## src/design/esd_pkg.sv

```systemverilog
package esd_pkg;

	localparam int BUFFER_DEPTH_DEF = 64;
	localparam int BYTE_W           = 8;
	localparam int LEN_W            = 7;
	localparam int ERR_W            = 16;
	localparam int CFG_IDX_W        = 1;

	// register indexes
	localparam logic [CFG_IDX_W-1:0] REG_ESCAPE = 1'd0;
	localparam logic [CFG_IDX_W-1:0] REG_STOP   = 1'd1;

	localparam logic [BYTE_W-1:0] ESCAPE_RESET = 8'd92;
	localparam logic [BYTE_W-1:0] STOP_RESET   = 8'd0;

	// controller -> datapath
	typedef struct packed {
		logic set_esc;     // escape seen in normal mode
		logic clr_esc;     // byte after an escape consumed
		logic append;      // store byte (datapath handles overflow)
		logic drop;        // bad escape: discard partial packet, count error
		logic start_read;  // stop seen on non-empty packet
		logic emit_empty;  // stop seen on empty packet
		logic emit_byte;   // move prefetched byte into output register
	} esd_cmd_t;

	// datapath -> controller
	typedef struct packed {
		logic after_esc;
		logic is_esc;
		logic is_stop;
		logic fill_zero;
		logic out_busy;    // output register holds a stalled result
		logic rd_last;     // byte being read out is the last of the packet
	} esd_sts_t;

endpackage

```

## src/design/esd_ctrl.sv

```systemverilog
module esd_ctrl (
	input  logic              clk,
	input  logic              arst_n,
	input  logic              in_valid,
	output logic              in_stall,
	input  esd_pkg::esd_sts_t sts,
	output esd_pkg::esd_cmd_t cmd
);
	import esd_pkg::*;

	localparam logic ST_IDLE = 1'b0;
	localparam logic ST_READ = 1'b1;

	logic state_q;
	logic state_d;
	logic accept;

	// an item after an escape may produce a result, so hold it off while
	// the output register is stalled
	assign in_stall = (state_q != ST_IDLE) || (sts.out_busy && sts.after_esc);
	assign accept   = in_valid && !in_stall;

	always_comb begin
		cmd     = '0;
		state_d = state_q;
		unique case (state_q)
			ST_IDLE: begin
				if (accept) begin
					if (!sts.after_esc) begin
						if (sts.is_esc) begin
							cmd.set_esc = 1'b1;
						end else begin
							cmd.append = 1'b1;
						end
					end else begin
						cmd.clr_esc = 1'b1;
						priority if (sts.is_esc) begin
							cmd.append = 1'b1;
						end else if (sts.is_stop) begin
							if (sts.fill_zero) begin
								cmd.emit_empty = 1'b1;
							end else begin
								cmd.start_read = 1'b1;
								state_d        = ST_READ;
							end
						end else begin
							cmd.drop = 1'b1;
						end
					end
				end
			end
			ST_READ: begin
				if (!sts.out_busy) begin
					cmd.emit_byte = 1'b1;
					if (sts.rd_last) begin
						state_d = ST_IDLE;
					end
				end
			end
		endcase
	end

	always_ff @(posedge clk or negedge arst_n) begin
		if (!arst_n) begin
			state_q <= ST_IDLE;
		end else begin
			state_q <= state_d;
		end
	end

endmodule

```

## src/design/esd_datapath.sv

```systemverilog
module esd_datapath #(
	parameter int BUFFER_DEPTH = esd_pkg::BUFFER_DEPTH_DEF
) (
	input  logic                         clk,
	input  logic                         arst_n,
	input  logic                         cfg_write,
	input  logic [esd_pkg::CFG_IDX_W-1:0] cfg_index,
	input  logic [esd_pkg::BYTE_W-1:0]   cfg_data,
	input  logic [esd_pkg::BYTE_W-1:0]   rx_byte,
	input  esd_pkg::esd_cmd_t            cmd,
	output esd_pkg::esd_sts_t            sts,
	output logic                         out_valid,
	input  logic                         out_stall,
	output logic [esd_pkg::BYTE_W-1:0]   packet_byte,
	output logic [esd_pkg::LEN_W-1:0]    packet_length,
	output logic                         last_of_packet,
	output logic                         empty_packet,
	output logic [esd_pkg::ERR_W-1:0]    error_count
);
	import esd_pkg::*;

	localparam int AW = (BUFFER_DEPTH > 1) ? $clog2(BUFFER_DEPTH) : 1;
	localparam int CW = $clog2(BUFFER_DEPTH + 1);

	logic [BYTE_W-1:0] mem [BUFFER_DEPTH];

	logic [BYTE_W-1:0] esc_q;
	logic [BYTE_W-1:0] stop_q;
	logic              after_esc_q;
	logic [CW-1:0]     fill_q;
	logic [CW-1:0]     len_q;
	logic [CW-1:0]     rd_cnt_q;
	logic [BYTE_W-1:0] rd_data_q;
	logic [ERR_W-1:0]  err_q;
	logic              out_valid_q;
	logic [BYTE_W-1:0] out_byte_q;
	logic [CW-1:0]     out_len_q;
	logic              out_last_q;
	logic              out_empty_q;
	logic [ERR_W-1:0]  out_err_q;

	logic          full;
	logic          wr_en;
	logic          rd_en;
	logic [CW-1:0] rd_nxt;
	logic [AW-1:0] rd_addr;
	logic          rd_last;
	logic          err_inc;

	assign full    = (fill_q == CW'(BUFFER_DEPTH));
	assign wr_en   = cmd.append && !full;
	assign err_inc = (cmd.drop || (cmd.append && full)) && (err_q != '1);
	assign rd_nxt  = rd_cnt_q + CW'(1);
	assign rd_last = (rd_nxt == len_q);
	assign rd_en   = cmd.start_read || cmd.emit_byte;
	assign rd_addr = cmd.start_read ? '0 : rd_nxt[AW-1:0];

	assign sts.after_esc = after_esc_q;
	assign sts.is_esc    = (rx_byte == esc_q);
	assign sts.is_stop   = (rx_byte == stop_q);
	assign sts.fill_zero = (fill_q == '0);
	assign sts.out_busy  = out_valid_q && out_stall;
	assign sts.rd_last   = rd_last;

	// packet store, one write and one registered read port
	always_ff @(posedge clk) begin
		if (wr_en) begin
			mem[fill_q[AW-1:0]] <= rx_byte;
		end
		if (rd_en) begin
			rd_data_q <= mem[rd_addr];
		end
	end

	always_ff @(posedge clk or negedge arst_n) begin
		if (!arst_n) begin
			esc_q       <= ESCAPE_RESET;
			stop_q      <= STOP_RESET;
			after_esc_q <= 1'b0;
			fill_q      <= '0;
			rd_cnt_q    <= '0;
			err_q       <= '0;
			out_valid_q <= 1'b0;
		end else begin
			if (cfg_write) begin
				unique case (cfg_index)
					REG_ESCAPE: esc_q  <= cfg_data;
					REG_STOP:   stop_q <= cfg_data;
				endcase
			end

			if (cmd.set_esc) begin
				after_esc_q <= 1'b1;
			end else if (cmd.clr_esc) begin
				after_esc_q <= 1'b0;
			end

			if (cmd.drop || cmd.start_read || cmd.emit_empty) begin
				fill_q <= '0;
			end else if (cmd.append) begin
				fill_q <= full ? '0 : fill_q + CW'(1);
			end

			if (err_inc) begin
				err_q <= err_q + ERR_W'(1);
			end

			if (cmd.start_read) begin
				rd_cnt_q <= '0;
			end else if (cmd.emit_byte) begin
				rd_cnt_q <= rd_nxt;
			end

			if (cmd.emit_empty || cmd.emit_byte) begin
				out_valid_q <= 1'b1;
			end else if (!out_stall) begin
				out_valid_q <= 1'b0;
			end
		end
	end

	always_ff @(posedge clk) begin
		if (cmd.start_read) begin
			len_q <= fill_q;
		end
		if (cmd.emit_empty) begin
			out_byte_q  <= '0;
			out_len_q   <= '0;
			out_last_q  <= 1'b1;
			out_empty_q <= 1'b1;
			out_err_q   <= err_q;
		end else if (cmd.emit_byte) begin
			out_byte_q  <= rd_data_q;
			out_len_q   <= len_q;
			out_last_q  <= rd_last;
			out_empty_q <= 1'b0;
			out_err_q   <= err_q;
		end
	end

	assign out_valid      = out_valid_q;
	assign packet_byte    = out_byte_q;
	assign packet_length  = LEN_W'(out_len_q);
	assign last_of_packet = out_last_q;
	assign empty_packet   = out_empty_q;
	assign error_count    = out_err_q;

endmodule

```

## src/design/escape_stuffed_packet_deframer.sv

```systemverilog
// An empty packet's result is valid in the cycle after the stop byte's transfer;
// a stored packet's first byte passes through the store read register, then the output register.
// Throughput: 1 received byte per cycle when not held off; readout 1 byte per cycle from the
// store's read port while the output is not stalled. Input is held off during the whole readout.
// Reset: arst_n async, active low; clears mode, fill count, error count, output valid;
// escape_byte returns to 92, stop_byte to 0. Store contents are not cleared.
module escape_stuffed_packet_deframer #(
	parameter int BUFFER_DEPTH = esd_pkg::BUFFER_DEPTH_DEF
) (
	input  logic                          clk,
	input  logic                          arst_n,
	// configuration write port
	input  logic                          cfg_write,
	input  logic [esd_pkg::CFG_IDX_W-1:0] cfg_index,
	input  logic [esd_pkg::BYTE_W-1:0]    cfg_data,
	// received bytes
	input  logic                          in_valid,
	output logic                          in_stall,
	input  logic [esd_pkg::BYTE_W-1:0]    rx_byte,
	// packet results
	output logic                          out_valid,
	input  logic                          out_stall,
	output logic [esd_pkg::BYTE_W-1:0]    packet_byte,
	output logic [esd_pkg::LEN_W-1:0]     packet_length,
	output logic                          last_of_packet,
	output logic                          empty_packet,
	output logic [esd_pkg::ERR_W-1:0]     error_count
);
	import esd_pkg::*;

	// Controller decides what each transfer does; datapath holds the config
	// registers, escape flag, packet store, counters and the output register.
	esd_cmd_t cmd;
	esd_sts_t sts;

	// Controller: IDLE takes bytes, READ streams the stored packet out.
	// Input is held off during readout, and also while a result sits stalled
	// and the next byte follows an escape (it might need the output register).
	esd_ctrl u_ctrl (
		.clk      (clk),
		.arst_n   (arst_n),
		.in_valid (in_valid),
		.in_stall (in_stall),
		.sts      (sts),
		.cmd      (cmd)
	);

	// Datapath: store read is prefetched one entry ahead, so each cycle the
	// output register is free it takes one byte and the next read is issued.
	// Overflow and bad escapes empty the fill count and bump the saturating
	// error counter; the result carries the count as it stands at load.
	esd_datapath #(
		.BUFFER_DEPTH (BUFFER_DEPTH)
	) u_datapath (
		.clk            (clk),
		.arst_n         (arst_n),
		.cfg_write      (cfg_write),
		.cfg_index      (cfg_index),
		.cfg_data       (cfg_data),
		.rx_byte        (rx_byte),
		.cmd            (cmd),
		.sts            (sts),
		.out_valid      (out_valid),
		.out_stall      (out_stall),
		.packet_byte    (packet_byte),
		.packet_length  (packet_length),
		.last_of_packet (last_of_packet),
		.empty_packet   (empty_packet),
		.error_count    (error_count)
	);

endmodule

```

## config.mk

```make
export PLATFORM = sky130hd
export DESIGN_NAME = escape_stuffed_packet_deframer
export DESIGN_NICKNAME = d
export VERILOG_FILES = /design/src/design/esd_pkg.sv /design/src/design/esd_ctrl.sv /design/src/design/esd_datapath.sv /design/src/design/escape_stuffed_packet_deframer.sv
export SDC_FILE = /design/constraint.sdc
export NUM_CORES = 1
export LEC_CHECK = 0
export BUFFER_PORTS_ARGS = -buffer_cell sky130_fd_sc_hd__buf_2
export CORE_MARGIN = 2
export CORE_UTILIZATION = 35
export DETAILED_ROUTE_END_ITERATION = 12
export PLACE_DENSITY = 0.54
export RECOVER_POWER = 50
export SKIP_CTS_REPAIR_TIMING = 1
export SLEW_MARGIN = 20
export SYNTH_ARGS = -nofsm -noshare
export SYNTH_HDL_FRONTEND = slang
export SYNTH_SLANG_ARGS = --single-unit
```

## constraint.sdc

```tcl
create_clock -name clk -period 4 [get_ports clk]
set_input_delay 0.8 -clock clk [delete_from_list [all_inputs] [get_ports clk]]
set_output_delay 0.8 -clock clk [all_outputs]
set_load 0.01 [all_outputs]
```

== Word level (Yosys, flattened, before mapping) ==
Memories as Yosys holds them, arrays and structs flattened. A register that Yosys moved wholly into a read port is not among the register bits.
Index checks and enable logic that the tools add are counted.

* Memories: 1
* RAM bits: 512
* Logic and storage cells: 83
* Bits in registers: 89
* Input port bits: 22
* Output and inout port bits: 35

* Eq/ne operators: 6
* Multiplexer cells: 36
* Add/subtract/negate cells: 3
* Reductions and logical operators: 21
* Bitwise logic cells: 2

{| class="wikitable"
|+ Memories
! memory !! depth !! bits a word !! rd ports !! clocked after memory_dff !! wr ports !! RTL line !! source
|-
| u_datapath.mem || 64 || 8 || 1 || 1 || 1 || esd_datapath.sv:25 || <nowiki>logic [BYTE_W-1:0] mem [BUFFER_DEPTH];</nowiki>
|}

{| class="wikitable"
|+ Operators with widths
! operator !! number
|-
| $mux W7 || 5
|-
| $mux W16 || 2
|-
| $mux W1 || 22
|-
| $mux W6 || 3
|-
| $add A16 B1 Y16 const B || 1
|-
| $eq A8 B8 Y1 || 2
|-
| $ne A16 B16 Y1 const B || 1
|-
| $add A7 B1 Y7 const B || 2
|-
| $reduce_bool A2 Y1 || 4
|-
| $eq A7 B7 Y1 || 1
|-
| $eq A7 B7 Y1 const B || 1
|-
| $logic_not A7 Y1 || 1
|-
| $logic_and A1 B1 Y1 || 6
|-
| $logic_or A1 B1 Y1 || 6
|-
| $mux W3 || 2
|-
| $reduce_and A2 Y1 || 2
|-
| $logic_not A1 Y1 || 2
|-
| $mux W2 || 1
|-
| $ne A2 B1 Y1 const B || 1
|-
| $not A1 Y1 || 2
|-
| $pmux W1 S2 || 1
|}

== Logic depth before layout (Yosys ltp) ==
Gate-level depths: netlist of run 1.

* Word-level depth: 10
* Depth in mapped cells: 13
* Depth with buffers taken out: 11

== Cells and area by module ==
Synthesis of run 1 repeated with hierarchy kept, for this count alone.

* Cells, all modules: 1702
* Area, all modules: 25406.9 µm²

{| class="wikitable"
|+ Modules (own cells, without submodules)
! module !! seq. area each (µm²) !! area an instance (µm²) !! instances !! cells an instance
|-
| esd_datapath || 17852.1 || 25249.2 || 1 || 1683
|-
| esd_ctrl || 25.0 || 157.7 || 1 || 19
|}

== Worst setup path after synthesis of run 1 ==
No wires, ideal clock.

* Kind: input -> register
* Start: input rx_byte[5] in the netlist's numbering
* End: register u_datapath.rd_data_q[2], read port of u_datapath.mem, data pin
* Stages: 9
* Required time: 3.731 ns
* Path buffers: 1
* Path slack: 1.023 ns
* Library setup time: 0.269 ns
* Data arrival time: 2.708 ns
* Cells stage by stage: xor2_1 -> nor4_4 -> nand3_2 -> or2_1 -> buf_6 -> and2_0 -> mux4_2 -> o211ai_1 -> a311oi_1

* Cells in the longest elaborated chain, start to end: 7
* Elaborated cells on any way between the ends: 9
* Classes of those cells: 2 x eq/ne; 6 x mux; 1 x reduce/logical

{| class="wikitable"
|+ Ends and longest elaborated chain
! element !! RTL line !! source
|-
| start: declaration || escape_stuffed_packet_deframer.sv:19 || <nowiki>input logic [esd_pkg::BYTE_W-1:0] rx_byte,</nowiki>
|-
| $eq A8 B8 Y1 || esd_datapath.sv:60 || <nowiki>assign sts.is_stop = (rx_byte == stop_q);</nowiki>
|-
| $mux W2 || esd_ctrl.sv:39 || <nowiki>end else if (sts.is_stop) begin</nowiki>
|-
| $mux W3 (*) || esd_ctrl.sv:37 || <nowiki>priority if (sts.is_esc) begin</nowiki>
|-
| $mux W3 (*) || esd_ctrl.sv:29 || <nowiki>if (!sts.after_esc) begin</nowiki>
|-
| $mux W6 (*) || esd_ctrl.sv:28 || <nowiki>if (accept) begin</nowiki>
|-
| $mux W6 (*) || esd_ctrl.sv:26 || <nowiki>unique case (state_q)</nowiki>
|-
| $mux W6 / $logic_or A1 B1 Y1 (equally long branches) || esd_datapath.sv:56, esd_datapath.sv:55 ||
|-
| end: declaration || esd_datapath.sv:33 || <nowiki>logic [BYTE_W-1:0] rd_data_q;</nowiki>
|}

Mark *: on every way between the ends. The rest lies on a longest branch, timed or not.
A chain may end at the register's enable or synchronous reset.

== Worst setup path after layout of run 1 ==
* Start: input rx_byte[3] in the netlist's numbering
* End: memory u_datapath.mem[35][3], data pin

{| class="wikitable"
|+ RTL lines
! element !! RTL line
|-
| end: declaration || esd_datapath.sv:25
|}

Straight into the memory's write port.

==> results of run 1 <==
placed cells by master (no fill, tap or decap), drive strengths merged, types with 8 or more instances in the layout:
| cell | Yosys | layout |
|---|---|---|
| o221ai | 13 | 13 |
| o211ai | 24 | 24 |
| nand2 | 103 | 103 |
| inv | 11 | 13 |
| a2111oi | 8 | 8 |
| mux4 | 57 | 57 |
| xor2 | 19 | 19 |
| nand3 | 54 | 54 |
| nor2 | 145 | 145 |
| buf | 58 | 187 |
| a311oi | 19 | 19 |
| clkinv | 1 | 28 |
| edfxtp | 543 | 543 |
| nand4 | 13 | 13 |
| and3 | 10 | 10 |
| mux2i | 59 | 59 |
| xnor2 | 33 | 33 |
| mux2 | 24 | 24 |
| o21ai | 69 | 69 |
| a31oi | 18 | 18 |
| o22ai | 11 | 11 |
| a221oi | 10 | 10 |
| a21oi | 69 | 69 |
| nor3 | 21 | 21 |
| clkbuf | 39 | 130 |
| dfrtp | 45 | 45 |
| dfxtp | 17 | 17 |
synth_stat cells (10+ instances only):
| library cell | number | area share [%] |
|---|---|---|
| nand2_1 | 103 | 1.6 |
| nor2_1 | 145 | 2.2 |
| dfxtp_1 | 17 | 1.4 |
| inv_1 | 11 | 0.17 |
| a221oi_1 | 10 | 0.35 |
| dfrtp_1 | 45 | 4.5 |
| xnor2_1 | 31 | 1.1 |
| mux2_2 | 24 | 1.1 |
| and3_1 | 10 | 0.25 |
| a311oi_1 | 19 | 0.67 |
| a31oi_1 | 18 | 0.45 |
| o211ai_1 | 23 | 0.69 |
| mux4_2 | 57 | 5.2 |
| a21oi_1 | 68 | 1.4 |
| nor3_1 | 20 | 0.40 |
| o221ai_1 | 13 | 0.46 |
| o22ai_1 | 11 | 0.28 |
| clkbuf_1 | 38 | 0.57 |
| nand3_1 | 52 | 1.0 |
| o21ai_0 | 64 | 1.3 |
| xor2_1 | 18 | 0.63 |
| edfxtp_1 | 543 | 66 |
| mux2i_1 | 59 | 2.4 |
| buf_2 | 39 | 0.79 |
| nand4_1 | 13 | 0.33 |
power by group through the flow:
stage	logic [W]	clock network, W	registers [W]
floorplan	0.00150	0	0.00740
global placement	0.00259	0	0.00747
detailed placement	0.00259	0	0.00748
CTS	0.00260	0.00593	0.00735
global route	0.00275	0.00619	0.00738
finish	0.00261	0.00583	0.00736
worst max path at each step:
stage                                          to  slack, ns            startpoint
after floorplan           u_datapath.rd_data_q[2]       1.02            rx_byte[5]
after global placement    u_datapath.rd_data_q[1]       0.26            rx_byte[5]
after detailed placement  u_datapath.rd_data_q[1]       0.14            rx_byte[5]
after CTS                 u_datapath.rd_data_q[2]       0.58  u_datapath.fill_q[0]
after global routing      u_datapath.rd_data_q[2]       0.22  u_datapath.fill_q[0]
final                       u_datapath.mem[35][3]       0.43            rx_byte[3]
cell type report:
type                       instances  area (um^2)
clock inverter                    32          236
fill                            6453        40900
multi-input combinational        872         6490
sequential                       609        17900
clock buffer                      85         1810
inverter                          12         50.0
timing repair buffer             232         1590
tap                              940         1180
routing by layer:
layer  global-route usage, %  share of wire (%)  vias up
met5                       0                  0        -
met4                    5.99                2.9        0
met3                    4.97                8.2      115
met2                    30.7                 45      658
met1                    28.7                 44     7880
li1                        -                  -     6641
state kept, by name, summed over array words and instances (netlist names):
register and cells:
u_datapath.packet_byte 8, u_datapath.error_count 16, u_datapath.len_q 7, u_datapath.rd_cnt_q 7
u_datapath.empty_packet 1, u_datapath.after_esc_q 1, u_datapath.rd_data_q 8, u_ctrl.state_q 1
u_datapath.last_of_packet 1, u_datapath.packet_length 7, u_datapath.fill_q 7, u_datapath.out_valid 1
u_datapath.mem 512, u_datapath.esc_q 8, u_datapath.err_q 16, u_datapath.stop_q 8
worst min-delay path, cell delays in order (launching register included):
cell and delay, ns:
dfxtp_1 0.31, nand2_1 0.05, nand2_1 0.04
cells by family (layout without fill, tap and decap cells):
family	after synthesis	after routing	share of synthesized area, %
buffers and inverters	109	361	2.11
AO/OA/AOI/OAI	298	298	8.28
AND/OR/NAND/NOR	377	377	6.90
multiplexers	140	140	8.63
XOR/XNOR	52	52	1.92
adder cells (fa/ha/maj)	5	5	0.252
flip-flops	609	609	71.9
through the flow:
stage	total power (W)	utilization, %	setup slack [ns]
2_1_floorplan	0.00889	-	1.02
3_3_place_gp	0.0101	38.9	0.261
3_5_place_dp	0.0101	38.9	0.143
4_1_cts	0.0159	41.8	0.581
5_1_grt	0.0163	41.7	0.220
6_report	0.0158	41.7	0.432
==> results.yml, run 1 <==
critical_path:
  cp_max_fo: 61
  reg2reg_depth: 11
  start_kind: "input port"
  cp_slowest_stage_delay_ns: 2.24
  path_depth: 2
  crit_arrival_ns: 3.49
  cp_common_cell: "clkbuf_1"
  r2r_slack_ns: 0.53
  critPathTopFamily: "buffers and inverters"
  slowest_stage: "clkbuf_1"
  crit_required_ns: 3.92
  criticalPathCategory: "input port to register"
  critPathBufInv: 2
  r2r-start: "u_datapath.fill_q[0]"
  cp_cell_sequence: "clkbuf_1 > clkbuf_1"
  critPathCaptureType: "register"
  reg2reg_to: "u_datapath.rd_data_q[2]"
cts:
  clock-root-buffer: "clkbuf_16"
  cts_tree: "yes"
  clock_latency_ns: 0.60
  path_clk_slew_ns: 0.06
  htree_levels: 3
  cts_buffers: 67
  clockBufferDepth: 3
  clock_sinks: 609
outcome:
  failed_checks: "max-capacitance violations, max-slew violations"
  status: "complete, but fails checks"
routing:
  vias: 15294
  avgViaCountPerCell: 5.50
  wire_per_inst_um: 26.7
  ant_nets: 0
  drt-total-wl_mm: 74.3
  drt-initial-drc-count: 1707
  firstDrtPassIters: 5
  drc_errors: 0
min_path:
  min_to: "u_datapath.empty_packet"
  hold_class: "register to register"
  holdPathStages: 2
  min_from: "u_datapath.empty_packet"
power:
  power.density_nw_per_um2: 540
  p_seq_share_pct: 46.6
  sw_frac_of_total_pct: 27.5
  combPwrFrac_pct: 16.5
  leakage_nw: 9.99
  ir_worst_vdd_v: 0.000256
  p_sw_w: 0.00434
  clockPowerShare_pct: 36.9
  p_int_w: 0.0115
cells_and_area:
  syn_to_final_growth_pct: 17.6
  layout.nets: 1821
  post-route-cell-area_um2: 29200
  final_cells: 2782
  drive_above_1_share_pct: 21.1
  diodes: 0
floorplan:
  rows: 97
  die_x_um: 271
  core-area_um2: 70100
  dieArea_um2: 73200
  io_pins: 57
  start_util_pct: 35.4
  die-height_um: 271
flow_run:
  maxCapViolations: 10
placed_design:
  port-buffer-count: 56
  dpl.hpwl_mm: 50.3
  place_area_um2: 27300
  dp.cells: 2665
  globalplace.congestion: 0.917
global_route:
  grt_pass1_wl_mm: 107
  grt.overflow.total: 0
  grt_pass1_vias: 14873
  grt_max_degree: 68
  antenna_found_initial: 3
  grt_usage_pct: 20.2
logic_synthesis:
  syn_area_um2: 24900
  syn_inst: 1590
  synth_edf_count: 543
  synth-seq-area-share_pct: 71.9
  ys_warn_count: 0
  ys_types: 86
  synth-seq-cells: 609
  synth_ff_type: "edfxtp_1"
  postSynthNetCount: 1617
  synth_area_per_cell_um2: 15.6
  ys_async_sr_fraction_pct: 8.05
sta:
  finalClockSkew_ns: 0.0296
  drv_slew: 417
  hold_viol: 0
  post-route-period-util_pct: 89.2
  fmax_mhz: 280
  worst_pin_slew_ns: 3.20
  relSlewSlack_pct: -113
  rsz0062_at_grt: "no"
  finalSetupViolations: 0
  hold_ws_ns: 0.446
  setup_tns_ns: 0
  period_needed_ns: 3.57
No activity file was read; power rests on OpenSTA's default activity.
==> run 2, diff against run 1 <==
--- a/config.mk
+++ b/config.mk
@@ -5,6 +5,7 @@
 export SDC_FILE = /design/constraint.sdc
 export NUM_CORES = 1
 export LEC_CHECK = 0
+export ABC_AREA = 1
 export BUFFER_PORTS_ARGS = -buffer_cell sky130_fd_sc_hd__buf_2
 export CORE_MARGIN = 2
 export CORE_UTILIZATION = 35
==> run 2 against run 1 <==
Net effect:
- the run still ends with max-capacitance violations, max-slew violations left
- worst setup slack improved by 0.024 ns
- first-iteration DRC count decreased by 0.59%
- cell area is 4.7% higher
- utilization is 1.2 points lower
- sequential share of layout area shrank 2.8 points
- die area increased by 7.3%
- register-to-register slack improved by 0.05 ns
- critical path depth up 15
- largest power group unchanged
- flip-flop and latch count unchanged
- wire length grew 0.41%
==> results.yml, run 2 <==
cts:
  clock_latency_ns: 0.61
  cts_tree: "yes"
  clockBufferDepth: 3
  clock-root-buffer: "clkbuf_16"
  htree_levels: 3
  clock_sinks: 609
  cts_buffers: 67
  path_clk_slew_ns: 0.06
sta:
  finalClockSkew_ns: 0.0173
  rsz0062_at_grt: "no"
  fmax_mhz: 282
  hold_viol: 0
  hold_ws_ns: 0.460
  period_needed_ns: 3.54
  worst_pin_slew_ns: 2.77
  finalWorstSetupSlack_ns: 0.456
  setup_tns_ns: 0
  post-route-period-util_pct: 88.6
  relSlewSlack_pct: -84.9
  drv_slew: 370
  finalSetupViolations: 0
cells_and_area:
  fill_cells: 7158
  multi_input_area_um2: 6950
  drive_above_1_share_pct: 12.4
  most-common-layout-cells: "edfxtp_1 (543), nand3_1 (469), nand2_1 (343)"
  layout.nets: 2578
  syn_to_final_growth_pct: 14.7
  layout_commonest_cell: "edfxtp_1"
  seqCellArea_um2: 17900
  largest_register_ff_count: 512
  final_util_pct: 40.4
floorplan:
  die-height_um: 280
  rows: 101
  core-area_um2: 75700
  start_util_pct: 35.3
  io_pins: 57
  die_x_um: 280
  dieArea_um2: 78500
routing:
  vias: 18198
  firstDrtPassIters: 7
  wire_per_inst_um: 20.8
  drc_errors: 0
  drt-initial-drc-count: 1697
  ant_nets: 0
  avgViaCountPerCell: 5.08
  drt-total-wl_mm: 74.6
logic_synthesis:
  synth_ff_type: "edfxtp_1"
  synth_edf_count: 543
  synthTopCellsByArea: "edfxtp_1 (61%), nand3_1 (8.8%), nand2_1 (4.8%), inv_1 (4.3%), dfrtp_1 (4.2%)"
  ys_async_sr_fraction_pct: 8.05
  syn_inst: 2447
  ys_warn_count: 0
  synth_top_cells_by_count: "edfxtp_1 (543), nand3_1 (469), nand2_1 (343)"
  yosysMostFrequentCell: "edfxtp_1"
  synth_top_area_share_pct: 61.1
  ys_types: 42
  synth_top_area_cell: "edfxtp_1"
  synth-seq-area-share_pct: 67.0
  synth-seq-cells: 609
  postSynthNetCount: 2474
  synth_area_per_cell_um2: 10.9
  syn_area_um2: 26700
min_path:
  hold_class: "input port to register"
  holdPathStages: 3
critical_path:
  critPathCaptureType: "register"
  crit_required_ns: 4.34
  start_kind: "input port"
  critPathLaunch: "rx_byte[2]"
  criticalPathCategory: "input port to register"
  crit_arrival_ns: 3.89
  r2r_slack_ns: 0.58
  r2r-start: "u_datapath.fill_q[0]"
  reg2reg_depth: 14
  cp_max_fo: 26
  worstSetupEndpoint: "u_datapath.rd_data_q[7]"
  reg2reg_to: "u_datapath.rd_data_q[6]"
power:
  finalPower_w: 0.0176
  power.density_nw_per_um2: 576
  ir_worst_vdd_v: 0.000284
  leakage_nw: 11.9
flow_run:
  maxCapViolations: 8
global_route:
  grt_pass1_wl_mm: 112
  grt_pass1_vias: 18055
  grt_max_degree: 125
  grt_usage_pct: 19.1
  grt.overflow.total: 0
  antenna_found_initial: 3
placed_design:
  dp_slack_ns: 0.222
  dpl.hpwl_mm: 47.0
  port-buffer-count: 56
  globalplace.congestion: 0.876
outcome:
  failed_checks: "max-capacitance violations, max-slew violations"
  status: "complete, but fails checks"
-- run 2: changes by cell type in the layout (fill, tap and decap cells not counted), sizes merged, moves of 22 or more --
cell	before	now
nor2	145	244
mux4	57	0
mux2	24	0
buf	187	131
or2	5	61
o2111ai	4	39
o211ai	24	2
nand3b	1	77
a21oi	69	24
nand2	103	349
inv	13	309
mux2i	59	0
nand3	54	469
-- run 2: cell families after synthesis --
kind of cell	after synthesis	share of synthesized area, %
AO/OA/AOI/OAI	139	3.29
XOR/XNOR	27	0.886
adder cells (fa/ha/maj)	5	0.234
buffers and inverters	447	7.10
flip-flops	609	67.0
AND/OR/NAND/NOR	1220	21.5
-- run 2: final cells by class --
class	instances	area share (%)
timing repair buffer	171	3.88
clock inverter	30	0.867
sequential	609	58.4
inverter	311	3.83
multi-input combinational	1391	22.7
clock buffer	89	6.29
antenna	2	0.0163
tap	978	4.00
-- run 2: worst max-delay path, stage by stage --
cell	delay, ns
clkbuf_1	0.62
inv_1	0.10
nand2_1	0.09
nand2_1	0.05
nor2_1	0.13
nand2_1	0.11
nor2_4	0.15
nor2_4	0.07
nand2_8	0.13
nand2_4	0.18
inv_2	0.24
buf_4	0.39
nand3_1	0.15
nand3_1	0.14
nand3_1	0.14
nand3_1	0.25
nand2_1	0.07
-- run 2: where the power goes --
part / leakage, nW / switching, W / internal [W]
Combinational: 5.17 / 0.00287 / 0.00120
Clock: 1.07 / 0.00246 / 0.00369
Sequential: 5.66 / 0.000166 / 0.00723
Total: 11.9 / 0.00549 / 0.0121
-- run 2: metal layers --
metal | GRT usage [%] | part of all wire (%)
met1 | 24.9 | 42
met2 | 31.1 | 47
met3 | 3.68 | 6.8
met4 | 8.01 | 4.0
met5 | 0 | 0.017
-- run 2: stage by stage --
stage	std cells	instance area, um^2
after floorplan	2447	26700
after global placement	3460	28500
after detailed placement	3460	28500
after CTS	3579	30700
after global routing	3579	30600
final	3581	30600
-- run 2: how the worst min path moves through the flow --
| stage | startpoint | endpoint | slack [ns] |
|---|---|---|---|
| after floorplan | u_datapath.fill_q[2] | u_datapath.len_q[2] | 0.42 |
| after CTS | arst_n | u_datapath.err_q[12] | 0.32 |
| after detailed placement | u_datapath.empty_packet | u_datapath.empty_packet | 0.45 |
| final | out_stall | u_datapath.out_valid | 0.46 |
| after global routing | out_stall | u_datapath.out_valid | 0.45 |
| after global placement | u_datapath.empty_packet | u_datapath.empty_packet | 0.45 |
